<file path="config.mk">
export PLATFORM = sky130hd
export DESIGN_NAME = modular_inverse_unit_core_flat
export DESIGN_NICKNAME = d
export VERILOG_FILES = /design/src/hw/rtl/mi_pkg.sv /design/src/hw/rtl/mi_if.sv /design/src/hw/rtl/mi_dp.sv /design/src/hw/rtl/mi_ctrl.sv /design/src/hw/rtl/modular_inverse_unit_core.sv /design/src/flat_wrapper.sv
export SDC_FILE = /design/constraint.sdc
export NUM_CORES = 1
export LEC_CHECK = 0
export ABC_CLOCK_PERIOD_IN_PS = 6340
export BUFFER_PORTS_ARGS = -buffer_cell sky130_fd_sc_hd__buf_2
export CAP_MARGIN = 40
export CORE_UTILIZATION = 35
export CTS_CLUSTER_DIAMETER = 200
export DETAILED_ROUTE_END_ITERATION = 6
export GPL_TIMING_DRIVEN = 0
export PLACE_DENSITY = 0.48
export REMOVE_ABC_BUFFERS = 1
export SLEW_MARGIN = 10
export SYNTH_ARGS = -nofsm -noshare
export SYNTH_HDL_FRONTEND = slang
export SYNTH_SLANG_ARGS = --single-unit
</file>
<file path="constraint.sdc">
create_clock -name clk -period 6.34 [get_ports clk]
set_input_delay 1.268 -clock clk [delete_from_list [all_inputs] [get_ports clk]]
set_output_delay 1.268 -clock clk [all_outputs]
set_load 0.005 [all_outputs]
</file>
<file path="src/hw/rtl/mi_pkg.sv">
package mi_pkg;

  // Default operand width (low bits of each input field that are used)
  localparam int MI_WIDTH   = 32;
  // Fixed width of the operand, modulus and inverse fields
  localparam int MI_FIELD_W = 32;

  typedef enum logic [1:0] {
    STAT_OK         = 2'd0,
    STAT_NO_INVERSE = 2'd1,
    STAT_MOD_ZERO   = 2'd2
  } mi_status_t;

  typedef enum logic [2:0] {
    ST_IDLE,
    ST_CHECK,
    ST_LOOP,
    ST_DIV,
    ST_UPDATE,
    ST_FINISH
  } mi_state_t;

  // Controller -> datapath
  typedef struct packed {
    logic       load;        // capture new item, reset coefficients
    logic       div_start;   // clear remainder/quotient product, arm counter
    logic       div_step;    // one restoring division bit
    logic       update;      // Euclid step: rotate remainders and coefficients
    logic       res_write;   // load output payload register
    logic       res_coef;    // result from coefficient, else zero
    mi_status_t res_status;
  } mi_cmd_t;

  // Datapath -> controller
  typedef struct packed {
    logic a_zero;
    logic a_le1;
    logic m_zero;
    logic m_one;
    logic div_last;
  } mi_sts_t;

endpackage

</file>
<file path="src/hw/rtl/mi_if.sv">
interface mi_in_if;
  import mi_pkg::*;

  logic                  valid;
  logic                  ready;
  logic [MI_FIELD_W-1:0] operand;
  logic [MI_FIELD_W-1:0] modulus;

  modport source (output valid, output operand, output modulus, input ready);
  modport sink   (input valid, input operand, input modulus, output ready);
endinterface

interface mi_out_if;
  import mi_pkg::*;

  logic                  valid;
  logic                  ready;
  logic [MI_FIELD_W-1:0] inverse;
  logic [1:0]            status;

  modport source (output valid, output inverse, output status, input ready);
  modport sink   (input valid, input inverse, input status, output ready);
endinterface

</file>
<file path="src/hw/rtl/mi_dp.sv">
module mi_dp
  import mi_pkg::*;
#(
  parameter int WIDTH = MI_WIDTH
) (
  input  logic                  clk,
  input  logic                  rst_n,
  input  logic [MI_FIELD_W-1:0] operand,
  input  logic [MI_FIELD_W-1:0] modulus,
  input  mi_cmd_t               cmd,
  output mi_sts_t               sts,
  output logic [MI_FIELD_W-1:0] inverse,
  output logic [1:0]            status
);

  localparam int CW    = WIDTH + 2;
  localparam int CNT_W = $clog2(WIDTH);

  logic [WIDTH-1:0] a_r, m_r, mod0_r, rem_r, dvd_r;
  logic [CW-1:0]    cprev_r, ccur_r, prod_r;
  logic [CNT_W-1:0] cnt_r;
  logic [MI_FIELD_W-1:0] inv_r;
  mi_status_t       stat_r;

  logic [MI_FIELD_W+WIDTH-1:0] op_ext, md_ext;
  logic [WIDTH:0]   trial, diff, m_ext;
  logic             ge;
  logic [WIDTH-1:0] rem_nxt;
  logic [CW-1:0]    prod_nxt, res_sum;
  logic [CW+MI_FIELD_W-1:0] res_ext;

  assign op_ext = {{WIDTH{1'b0}}, operand};
  assign md_ext = {{WIDTH{1'b0}}, modulus};

  // restoring division, one quotient bit per cycle; quotient bits feed
  // a shift-and-add product with the current coefficient
  assign trial    = {rem_r, dvd_r[WIDTH-1]};
  assign m_ext    = {1'b0, m_r};
  assign ge       = (trial >= m_ext);
  assign diff     = trial - m_ext;
  assign rem_nxt  = ge ? diff[WIDTH-1:0] : trial[WIDTH-1:0];
  assign prod_nxt = {prod_r[CW-2:0], 1'b0} + (ge ? ccur_r : '0);

  // negative coefficient gets the modulus added once
  assign res_sum = cprev_r + (cprev_r[CW-1] ? {2'b00, mod0_r} : '0);
  assign res_ext = {{MI_FIELD_W{1'b0}}, res_sum};

  always_ff @(posedge clk) begin
    if (cmd.load) begin
      a_r     <= op_ext[WIDTH-1:0];
      m_r     <= md_ext[WIDTH-1:0];
      mod0_r  <= md_ext[WIDTH-1:0];
      cprev_r <= CW'(1);
      ccur_r  <= '0;
    end
    if (cmd.div_start) begin
      rem_r  <= '0;
      dvd_r  <= a_r;
      prod_r <= '0;
      cnt_r  <= CNT_W'(WIDTH - 1);
    end
    if (cmd.div_step) begin
      rem_r  <= rem_nxt;
      dvd_r  <= {dvd_r[WIDTH-2:0], 1'b0};
      prod_r <= prod_nxt;
      cnt_r  <= cnt_r - 1'b1;
    end
    if (cmd.update) begin
      a_r     <= m_r;
      m_r     <= rem_r;
      ccur_r  <= cprev_r - prod_r;
      cprev_r <= ccur_r;
    end
    if (cmd.res_write) begin
      inv_r  <= cmd.res_coef ? res_ext[MI_FIELD_W-1:0] : '0;
      stat_r <= cmd.res_status;
    end
  end

  assign sts.a_zero   = (a_r == '0);
  assign sts.a_le1    = (a_r[WIDTH-1:1] == '0);
  assign sts.m_zero   = (m_r == '0);
  assign sts.m_one    = (m_r[WIDTH-1:1] == '0) && m_r[0];
  assign sts.div_last = (cnt_r == '0);

  assign inverse = inv_r;
  assign status  = stat_r;

`ifndef SYNTHESIS
  a_no_div_by_zero: assert property (@(posedge clk) disable iff (!rst_n)
    cmd.div_step |-> m_r != '0)
    else $error("division step with zero divisor");

  a_rem_below_div: assert property (@(posedge clk) disable iff (!rst_n)
    cmd.update |-> rem_r < m_r)
    else $error("remainder not below divisor");

  a_inv_in_range: assert property (@(posedge clk) disable iff (!rst_n)
    (cmd.res_write && cmd.res_coef) |-> (res_sum < {2'b00, mod0_r}))
    else $error("inverse out of range");
`endif

endmodule

</file>
<file path="src/hw/rtl/mi_ctrl.sv">
module mi_ctrl
  import mi_pkg::*;
(
  input  logic    clk,
  input  logic    rst_n,
  input  logic    in_valid,
  output logic    in_ready,
  output logic    out_valid,
  input  logic    out_ready,
  output mi_cmd_t cmd,
  input  mi_sts_t sts
);

  mi_state_t  state_r, state_nxt;
  mi_status_t fin_stat_r, fin_stat_nxt;
  logic       fin_coef_r, fin_coef_nxt;
  logic       out_valid_r, out_valid_nxt;

  always_ff @(posedge clk) begin
    if (!rst_n) begin
      state_r     <= ST_IDLE;
      fin_stat_r  <= STAT_OK;
      fin_coef_r  <= 1'b0;
      out_valid_r <= 1'b0;
    end else begin
      state_r     <= state_nxt;
      fin_stat_r  <= fin_stat_nxt;
      fin_coef_r  <= fin_coef_nxt;
      out_valid_r <= out_valid_nxt;
    end
  end

  always_comb begin
    state_nxt      = state_r;
    fin_stat_nxt   = fin_stat_r;
    fin_coef_nxt   = fin_coef_r;
    out_valid_nxt  = out_valid_r && !out_ready;
    in_ready       = 1'b0;
    cmd            = '0;
    cmd.res_status = fin_stat_r;
    cmd.res_coef   = fin_coef_r;

    unique case (state_r)
      ST_IDLE: begin
        in_ready = 1'b1;
        if (in_valid) begin
          cmd.load  = 1'b1;
          state_nxt = ST_CHECK;
        end
      end
      ST_CHECK: begin
        fin_coef_nxt = 1'b0;
        if (sts.m_zero) begin
          fin_stat_nxt = STAT_MOD_ZERO;
          state_nxt    = ST_FINISH;
        end else if (sts.m_one) begin
          fin_stat_nxt = STAT_OK;
          state_nxt    = ST_FINISH;
        end else if (sts.a_zero) begin
          fin_stat_nxt = STAT_NO_INVERSE;
          state_nxt    = ST_FINISH;
        end else begin
          state_nxt = ST_LOOP;
        end
      end
      ST_LOOP: begin
        if (sts.a_le1) begin
          fin_stat_nxt = STAT_OK;
          fin_coef_nxt = 1'b1;
          state_nxt    = ST_FINISH;
        end else if (sts.m_zero) begin
          // gcd above one
          fin_stat_nxt = STAT_NO_INVERSE;
          fin_coef_nxt = 1'b0;
          state_nxt    = ST_FINISH;
        end else begin
          cmd.div_start = 1'b1;
          state_nxt     = ST_DIV;
        end
      end
      ST_DIV: begin
        cmd.div_step = 1'b1;
        if (sts.div_last) begin
          state_nxt = ST_UPDATE;
        end
      end
      ST_UPDATE: begin
        cmd.update = 1'b1;
        state_nxt  = ST_LOOP;
      end
      ST_FINISH: begin
        if (!out_valid_r || out_ready) begin
          cmd.res_write = 1'b1;
          out_valid_nxt = 1'b1;
          state_nxt     = ST_IDLE;
        end
      end
      default: begin
        state_nxt = ST_IDLE;
      end
    endcase
  end

  assign out_valid = out_valid_r;

endmodule

</file>
<file path="src/hw/rtl/modular_inverse_unit_core.sv">
// Modular inverse by the extended Euclidean algorithm. Each input item
// (operand, modulus) gives one result item (inverse, status). Only the low
// WIDTH bits of each field are used; the inverse field carries the low 32
// bits of a result in 0 .. modulus-1. Status: ok; no_inverse when operand
// and modulus share a factor or the operand is zero (inverse 0);
// modulus_zero for a zero modulus (inverse 0). A modulus of one gives 0, ok.
// An operand at or above the modulus is reduced by the first step.
// Timing: one item at a time. Each Euclid step is a restoring divider that
// produces one quotient bit per cycle, with the quotient-times-coefficient
// product built by shift-and-add in the same cycles; an update state then
// rotates the remainders and coefficients. Zero modulus, modulus one and
// zero operand end right after the check state, with no division steps.
// The result sits in an output register, so the next item is accepted
// while the previous result still waits to be taken.
module modular_inverse_unit_core
  import mi_pkg::*;
#(
  parameter int WIDTH = MI_WIDTH
) (
  input logic       clk,
  input logic       rst_n,
  mi_in_if.sink     in_if,
  mi_out_if.source  out_if
);

  mi_cmd_t cmd;
  mi_sts_t sts;

  // FSM: sequences check, division steps, update and result write
  mi_ctrl u_ctrl (
    .clk       (clk),
    .rst_n     (rst_n),
    .in_valid  (in_if.valid),
    .in_ready  (in_if.ready),
    .out_valid (out_if.valid),
    .out_ready (out_if.ready),
    .cmd       (cmd),
    .sts       (sts)
  );

  // remainders, coefficients (WIDTH+2 bits signed), divider, output payload
  mi_dp #(
    .WIDTH (WIDTH)
  ) u_dp (
    .clk     (clk),
    .rst_n   (rst_n),
    .operand (in_if.operand),
    .modulus (in_if.modulus),
    .cmd     (cmd),
    .sts     (sts),
    .inverse (out_if.inverse),
    .status  (out_if.status)
  );

`ifndef SYNTHESIS
  a_busy_after_accept: assert property (@(posedge clk) disable iff (!rst_n)
    (in_if.valid && in_if.ready) |=> !in_if.ready)
    else $error("item accepted while busy");

  a_error_zero_inv: assert property (@(posedge clk) disable iff (!rst_n)
    (out_if.valid && (out_if.status != STAT_OK)) |-> (out_if.inverse == '0))
    else $error("nonzero inverse with error status");
`endif

endmodule
</file>
<file path="src/flat_wrapper.sv">
// flat-port wrapper written by rule: the top's interface ports become plain ports
module modular_inverse_unit_core_flat import mi_pkg::*;
#(
  parameter int WIDTH = MI_WIDTH
)
  (clk, rst_n, in_if_valid, in_if_operand, in_if_modulus, in_if_ready, out_if_valid, out_if_inverse, out_if_status, out_if_ready);
  mi_in_if in_if_i ();
  mi_out_if out_if_i ();
  input logic clk;
  input logic rst_n;
  input wire logic [$bits(in_if_i.valid)-1:0] in_if_valid;
  input wire logic [$bits(in_if_i.operand)-1:0] in_if_operand;
  input wire logic [$bits(in_if_i.modulus)-1:0] in_if_modulus;
  output wire logic [$bits(in_if_i.ready)-1:0] in_if_ready;
  output wire logic [$bits(out_if_i.valid)-1:0] out_if_valid;
  output wire logic [$bits(out_if_i.inverse)-1:0] out_if_inverse;
  output wire logic [$bits(out_if_i.status)-1:0] out_if_status;
  input wire logic [$bits(out_if_i.ready)-1:0] out_if_ready;
  assign in_if_i.valid = in_if_valid;
  assign in_if_i.operand = in_if_operand;
  assign in_if_i.modulus = in_if_modulus;
  assign in_if_ready = in_if_i.ready;
  assign out_if_valid = out_if_i.valid;
  assign out_if_inverse = out_if_i.inverse;
  assign out_if_status = out_if_i.status;
  assign out_if_i.ready = out_if_ready;
  modular_inverse_unit_core #(.WIDTH(WIDTH)) u_core (.clk(clk), .rst_n(rst_n), .in_if(in_if_i), .out_if(out_if_i));
endmodule
</file>
# After elaboration in Yosys (flattened, before gate mapping)
# Index checks and enable logic that the tools add are counted.
[word_totals]
word_cells = 98
register_bits = 308
output_inout_bits = 36
[op_classes]
n_lt_le_gt_ge = 1
muxes = 49
add_sub_neg = 5
reduce_logical = 17
n_eq_ne = 10
[op_table]
columns = ["op", "n"]
rows = [
  ["2-to-1 mux 32 bit", 10],
  ["2-to-1 mux 34 bit", 7],
  ["logical NOT 32 bit", 2],
  ["logical NOT 31 bit", 2],
  ["adder 34 bit", 1],
  ["subtractor 34 bit", 1],
  [">= comparator 33 x 32 -> 1 bit", 1],
  ["adder 32 bit", 1],
  ["subtractor 32 bit", 1],
  ["2-to-1 mux 3 bit", 8],
  ["case mux 3 bit (6 select lines)", 1],
  ["2-to-1 mux 1 bit", 14],
  ["2-to-1 mux 2 bit", 5],
  ["2-to-1 mux 5 bit", 2],
  ["equality test 3 x 2 -> 1 bit, second input constant", 2],
  ["equality test 3 bit, second input constant", 2],
  ["AND reduction 3 bit", 2],
  ["nonzero test 2 bit", 3],
  ["logical NOT 5 bit", 1],
  ["subtractor 5 x 1 -> 5 bit, second input constant", 1],
  ["!= test 2 bit, second input constant", 2],
  ["!= test 4 x 1 -> 1 bit, second input constant", 1],
  ["case mux 2 bit (2 select lines)", 1],
  ["equality test 3 x 1 -> 1 bit, second input constant", 1],
  ["other kinds (8)", 10],
]

# Longest topological paths before layout
[logic_depth]
ltp_word = 6
ltp_mapped = 25
mapped_depth_nobuf = 22

# Modules after synthesis
# Synthesis repeated with hierarchy kept, for this count alone.
[unflattened]
hier_cells = 1782
hier_area_um2 = 19158.4
[by_module_without_submodules]
columns = ["module", "area_each_um2", "n_inst", "cells_per_inst"]
rows = [
  ["mi_dp", 18675.4, 1, 1725],
  ["mi_ctrl", 483.0, 1, 57],
]

# Worst setup path before layout
# OpenSTA, ideal clock, no wires.
[synth_timing]
path_kind = "flip-flop to flip-flop"
startpoint = "reg u_core.u_dp.rem_r[5]"
endpoint = "reg u_core.u_dp.prod_r[33], data pin"
period_less_slack_ns = 4.839
path_slack_ns = 1.501
stages_incl_launch_ff = 21
t_arrival_ns = 4.573
t_required_ns = 6.074
path_buffers = 2
path_cell_list = "edfxtp_1 -> ha_1 -> and4_1 -> a211o_1 -> a21oi_1 -> o21ai_1 -> o22ai_2 -> buf_2 -> buf_1 -> nor2b_1 -> ha_1 -> a21o_1 -> a21o_1 -> a31o_1 -> a211o_1 -> a31oi_4 -> o31ai_2 -> a221o_1 -> a21oi_2 -> xnor2_1 -> nor2_1"
[synth_via]
elab_chain_len = 4
[synth_lines]
columns = ["item", "line_no", "text"]
rows = [
  ["start: declaration", "mi_dp.sv:19", "logic [WIDTH-1:0] a_r, m_r, mod0_r, rem_r, dvd_r;"],
  ["start signal: assignment", "mi_dp.sv:63", "rem_r <= rem_nxt;"],
  [">= comparator 33 x 32 -> 1 bit", "mi_dp.sv:39", "assign ge = (trial >= m_ext);"],
  ["2-to-1 mux 34 bit", "mi_dp.sv:42", "assign prod_nxt = {prod_r[CW-2:0], 1'b0} + (ge ? ccur_r : '0);"],
  ["adder 34 bit", "mi_dp.sv:42", ""],
  ["2-to-1 mux 34 bit", "mi_dp.sv:62", "if (cmd.div_step) begin"],
  ["end signal: assignment", "mi_dp.sv:65", "prod_r <= prod_nxt;"],
  ["end: declaration", "mi_dp.sv:20", "logic [CW-1:0] cprev_r, ccur_r, prod_r;"],
]
# Every way passes these cells.
# A chain may end at the register's enable or synchronous reset.

# Final worst setup path
[layout_timing]
startpoint = "reg u_core.u_dp.rem_r[21]"
endpoint = "reg u_core.u_dp.prod_r[32], data pin"
# Same word-level chain as after synthesis.

==> metrics.cfg <==
[worst_setup_path]
slowest_stage=edfxtp_1
crit_path_end_kind=register
critPathMaxFanout=19
crit_chain=ha_1 > a21o_1 > a21oi_1 > o22ai_1 > a211oi_2 > a21oi_1 > o22ai_4 > buf_16 > buf_16 > nand2b_1 > inv_1 > ha_1 > a211oi_1 > nor2_1 > o31ai_2 > o21ai_2 > a2111oi_0 > or3_1 > o31ai_2 > a311oi_1 > xor2_1 > nor2_1
rr_worst_depth=22
cpPeakStageDelay_ps=430
worst_r2r_endpoint=u_core.u_dp.prod_r[32]
crit_type=register to register
critPathLaunchType=register
r2r-start=u_core.u_dp.rem_r[21]
rrSetupSlack_ps=440
arrival_ps=6210
crit_required_ps=6650

[timing]
finalMaxSlewViolations=0
fin_crit_sh_pct=93.1
finClkSkew_ps=28.1
slew_headroom_pct=43.8
tightest_slew_ps=842
hold_viol=0
setup_viol=0
whs_ps=458
min_period_ps=5900
rsz0062_at_grt=false
final.setup.tns_ps=0
fmax_ghz=0.169

[grt]
antenna_found_initial=1
grt_overflow=0
grt_pass1_vias=13600
grtUsageTotal_pct=18.7
grt_max_degree=73
grt_pass1_wl_mm=77.8

[logic_synthesis]
async_flop_share_pct=0
synthCells=1826
synth_area_leaders=edfxtp_1 (48%), ha_1 (8.6%), nand2_1 (4.2%), a21oi_1 (3.5%), nor2_1 (2.8%)
synth_top_area_cell=edfxtp_1
synth_ff_type=edfxtp_1
synth_top_family_by_area=simple AND/OR/NAND/NOR gates
synth_top_area_share_pct=48.2
muxShareOfSynthArea_pct=0.697
avgSynthCellArea_sq_um=10.2
synth_xor_area_share_pct=4.60
synth_warnings=0
syn_area_sq_um=18700
synth_enable_flop_cells=300
synth-seq-cells=308
ys_types=75
synth_compound_area_share_pct=15.6
yosys.area_share.simple_pct=17.7
synth_fa_ha_area_share_pct=9.07
ys_seq_area_share_pct=49.1

[floorplan]
fp.dieW_um=233
rows=84
initial_core_util_pct=35.5
io_pins=104
die_h_um=233
coreArea_sq_um=52700
die_area_sq_um=54300

[final_layout]
postLayoutCellArea_sq_um=21500
post-route-util_pct=40.8
nets=2132
area_growth_pct=15.2
layout-drive-gt1-share_pct=10.7

[clocking]
cts-root-buf=clkbuf_16
clock_latency_ps=570
cts_tree=done
clk_pin_slew_ps=60
htreeDepth=2
cts_num_sinks=308
cts_made_buffers=39
cts_buffer_depth=3

[hold_path]
hold_depth=0
min_from=u_core.u_ctrl.fin_stat_r[1]
holdCritPathClass=register to register
holdPathEnd=u_core.u_dp.status[1]

[pwr]
switchingPower_uw=1720
switching_share_pct=29.5
combPwrFrac_pct=21.4
power.share.sequential_pct=42.5
p_int_uw=4110
ir_worst_vdd_mv=0.179
clockPowerShare_pct=36.1
pwr_density_cell_nw_per_um2=271
p_leak_uw=0.00890
p_total_uw=5830

[run_status]
outcome=complete, no violations

[place]
portBuffers=103
hpwl_mm=37.7
dpl_cell_area_sq_um=20300
gp_congestion=0.908

[route]
drc=0
routed_via_density=5.25
drt_pre_antenna_iters=5
vias=13900
initialDrtViolationCount=896
ant_nets=0
drt-total-wl_mm=50.3
routedWlPerCell_um=19.0

[run]
drv_cap=0

state kept, by name, summed over array words and instances (netlist names):
| register | cells |
|---|---|
| u_core.u_dp.dvd_r | 32 |
| u_core.u_dp.prod_r | 34 |
| u_core.u_dp.status | 2 |
| u_core.u_dp.a_r | 32 |
| u_core.u_ctrl.state_r | 3 |
| u_core.u_dp.ccur_r | 34 |
| u_core.u_dp.rem_r | 32 |
| u_core.u_ctrl.fin_coef_r | 1 |
| u_core.u_dp.cprev_r | 34 |
| u_core.u_dp.cnt_r | 5 |
| u_core.u_dp.mod0_r | 32 |
| u_core.u_ctrl.out_valid | 1 |
| u_core.u_dp.inverse | 32 |
| u_core.u_ctrl.fin_stat_r | 2 |
| u_core.u_dp.m_r | 32 |
area by class of cell:
class | instances | area (sq um)
diodes | 2 | 5.00
clock buffers | 53 | 1060
clock inverters | 19 | 130
fillers | 5091 | 31200
inverters | 90 | 338
multi-input cells | 1363 | 8960
flip-flops and latches | 308 | 9170
well taps | 688 | 861
repair buffers | 129 | 983
worst max-delay path, delay by kind of cell, from the launching register on:
| kind | cells | cell delay (ps) |
|---|---|---|
| AOI/OAI and AO/OA | 12 | 3290 |
| xor gates and xnor gates | 1 | 190 |
| adders and majority gates | 2 | 680 |
| buffers and inverters | 3 | 410 |
| DFF | 1 | 430 |
| and+or+nand+nor | 4 | 630 |
cell families (layout without fill, tap and decap cells):
kind of cell	Yosys count	in the layout
mux	13	13
xor+xnor	98	98
flops	308	308
simple gates	673	673
fa+ha+maj	133	133
compound gates	446	446
other cells	0	2
buf+inv	155	291
how the worst max path moves through the flow:
stage,start,to,slack [ps],cells after the start
after floorplan,u_core.u_dp.rem_r[21],u_core.u_dp.prod_r[32],-70,20
after global placement,u_core.u_dp.rem_r[21],u_core.u_dp.prod_r[32],-2650,20
after detailed placement,u_core.u_dp.rem_r[21],u_core.u_dp.prod_r[32],100,22
after CTS,u_core.u_dp.rem_r[21],u_core.u_dp.prod_r[32],60,22
after global routing,u_core.u_dp.rem_r[21],u_core.u_dp.prod_r[32],40,22
final,u_core.u_dp.rem_r[21],u_core.u_dp.prod_r[32],440,22
Yosys cell counts, drive strengths merged, types with 19 or more instances:
library cell  number
xor2              52
nor4              20
nor3              32
ha               129
and3              49
a21oi            131
clkbuf            53
a22o              31
nand2b            19
and2              59
xnor2             46
nor2b             62
nand3             26
o21ai             99
nand2            211
edfxtp           300
inv               90
nor2             142
a21o              63
metal layers:
metal  GRT usage (%)  routed length (um)  vias up
met5               0                   0        -
met4            6.82                1470        0
met3            2.44                2140       80
met2            29.7               22800      299
met1            25.8               23900     6652
li1                -                   -     6894
cells in the final DEF (no fill, tap or decap), types with 52 or more instances in the layout:
cell type    n
o21ai_0     90
nand2_1    210
nor2_1     140
a21o_1      63
xor2_1      52
a21oi_1    129
edfxtp_1   300
and2_1      57
buf_2      103
ha_1       129
inv_1       90
nor2b_1     62
metrics by stage:
stage               instances  setup slack [ps]
global placement         2552             -2650
finish                   2652               438
CTS                      2647              59.1
global route             2651              41.2
detailed placement       2575               102
floorplan                1761             -72.7
power groups by stage:
stage	clock network (uW)	logic, uW	registers [uW]
2_1_floorplan	0	882	2490
3_3_place_gp	0	1170	2540
3_5_place_dp	0	1230	2520
4_1_cts	2170	1240	2480
5_1_grt	2240	1390	2490
6_report	2110	1250	2480
timing repair:
item | in CTS | in global routing
hold buffers | 0 | 0
endpoints found under the setup margin | 0 | 3
setup buffers | 0 | 3
resized for setup | 0 | 2
(Power assumes the default switching activity.)
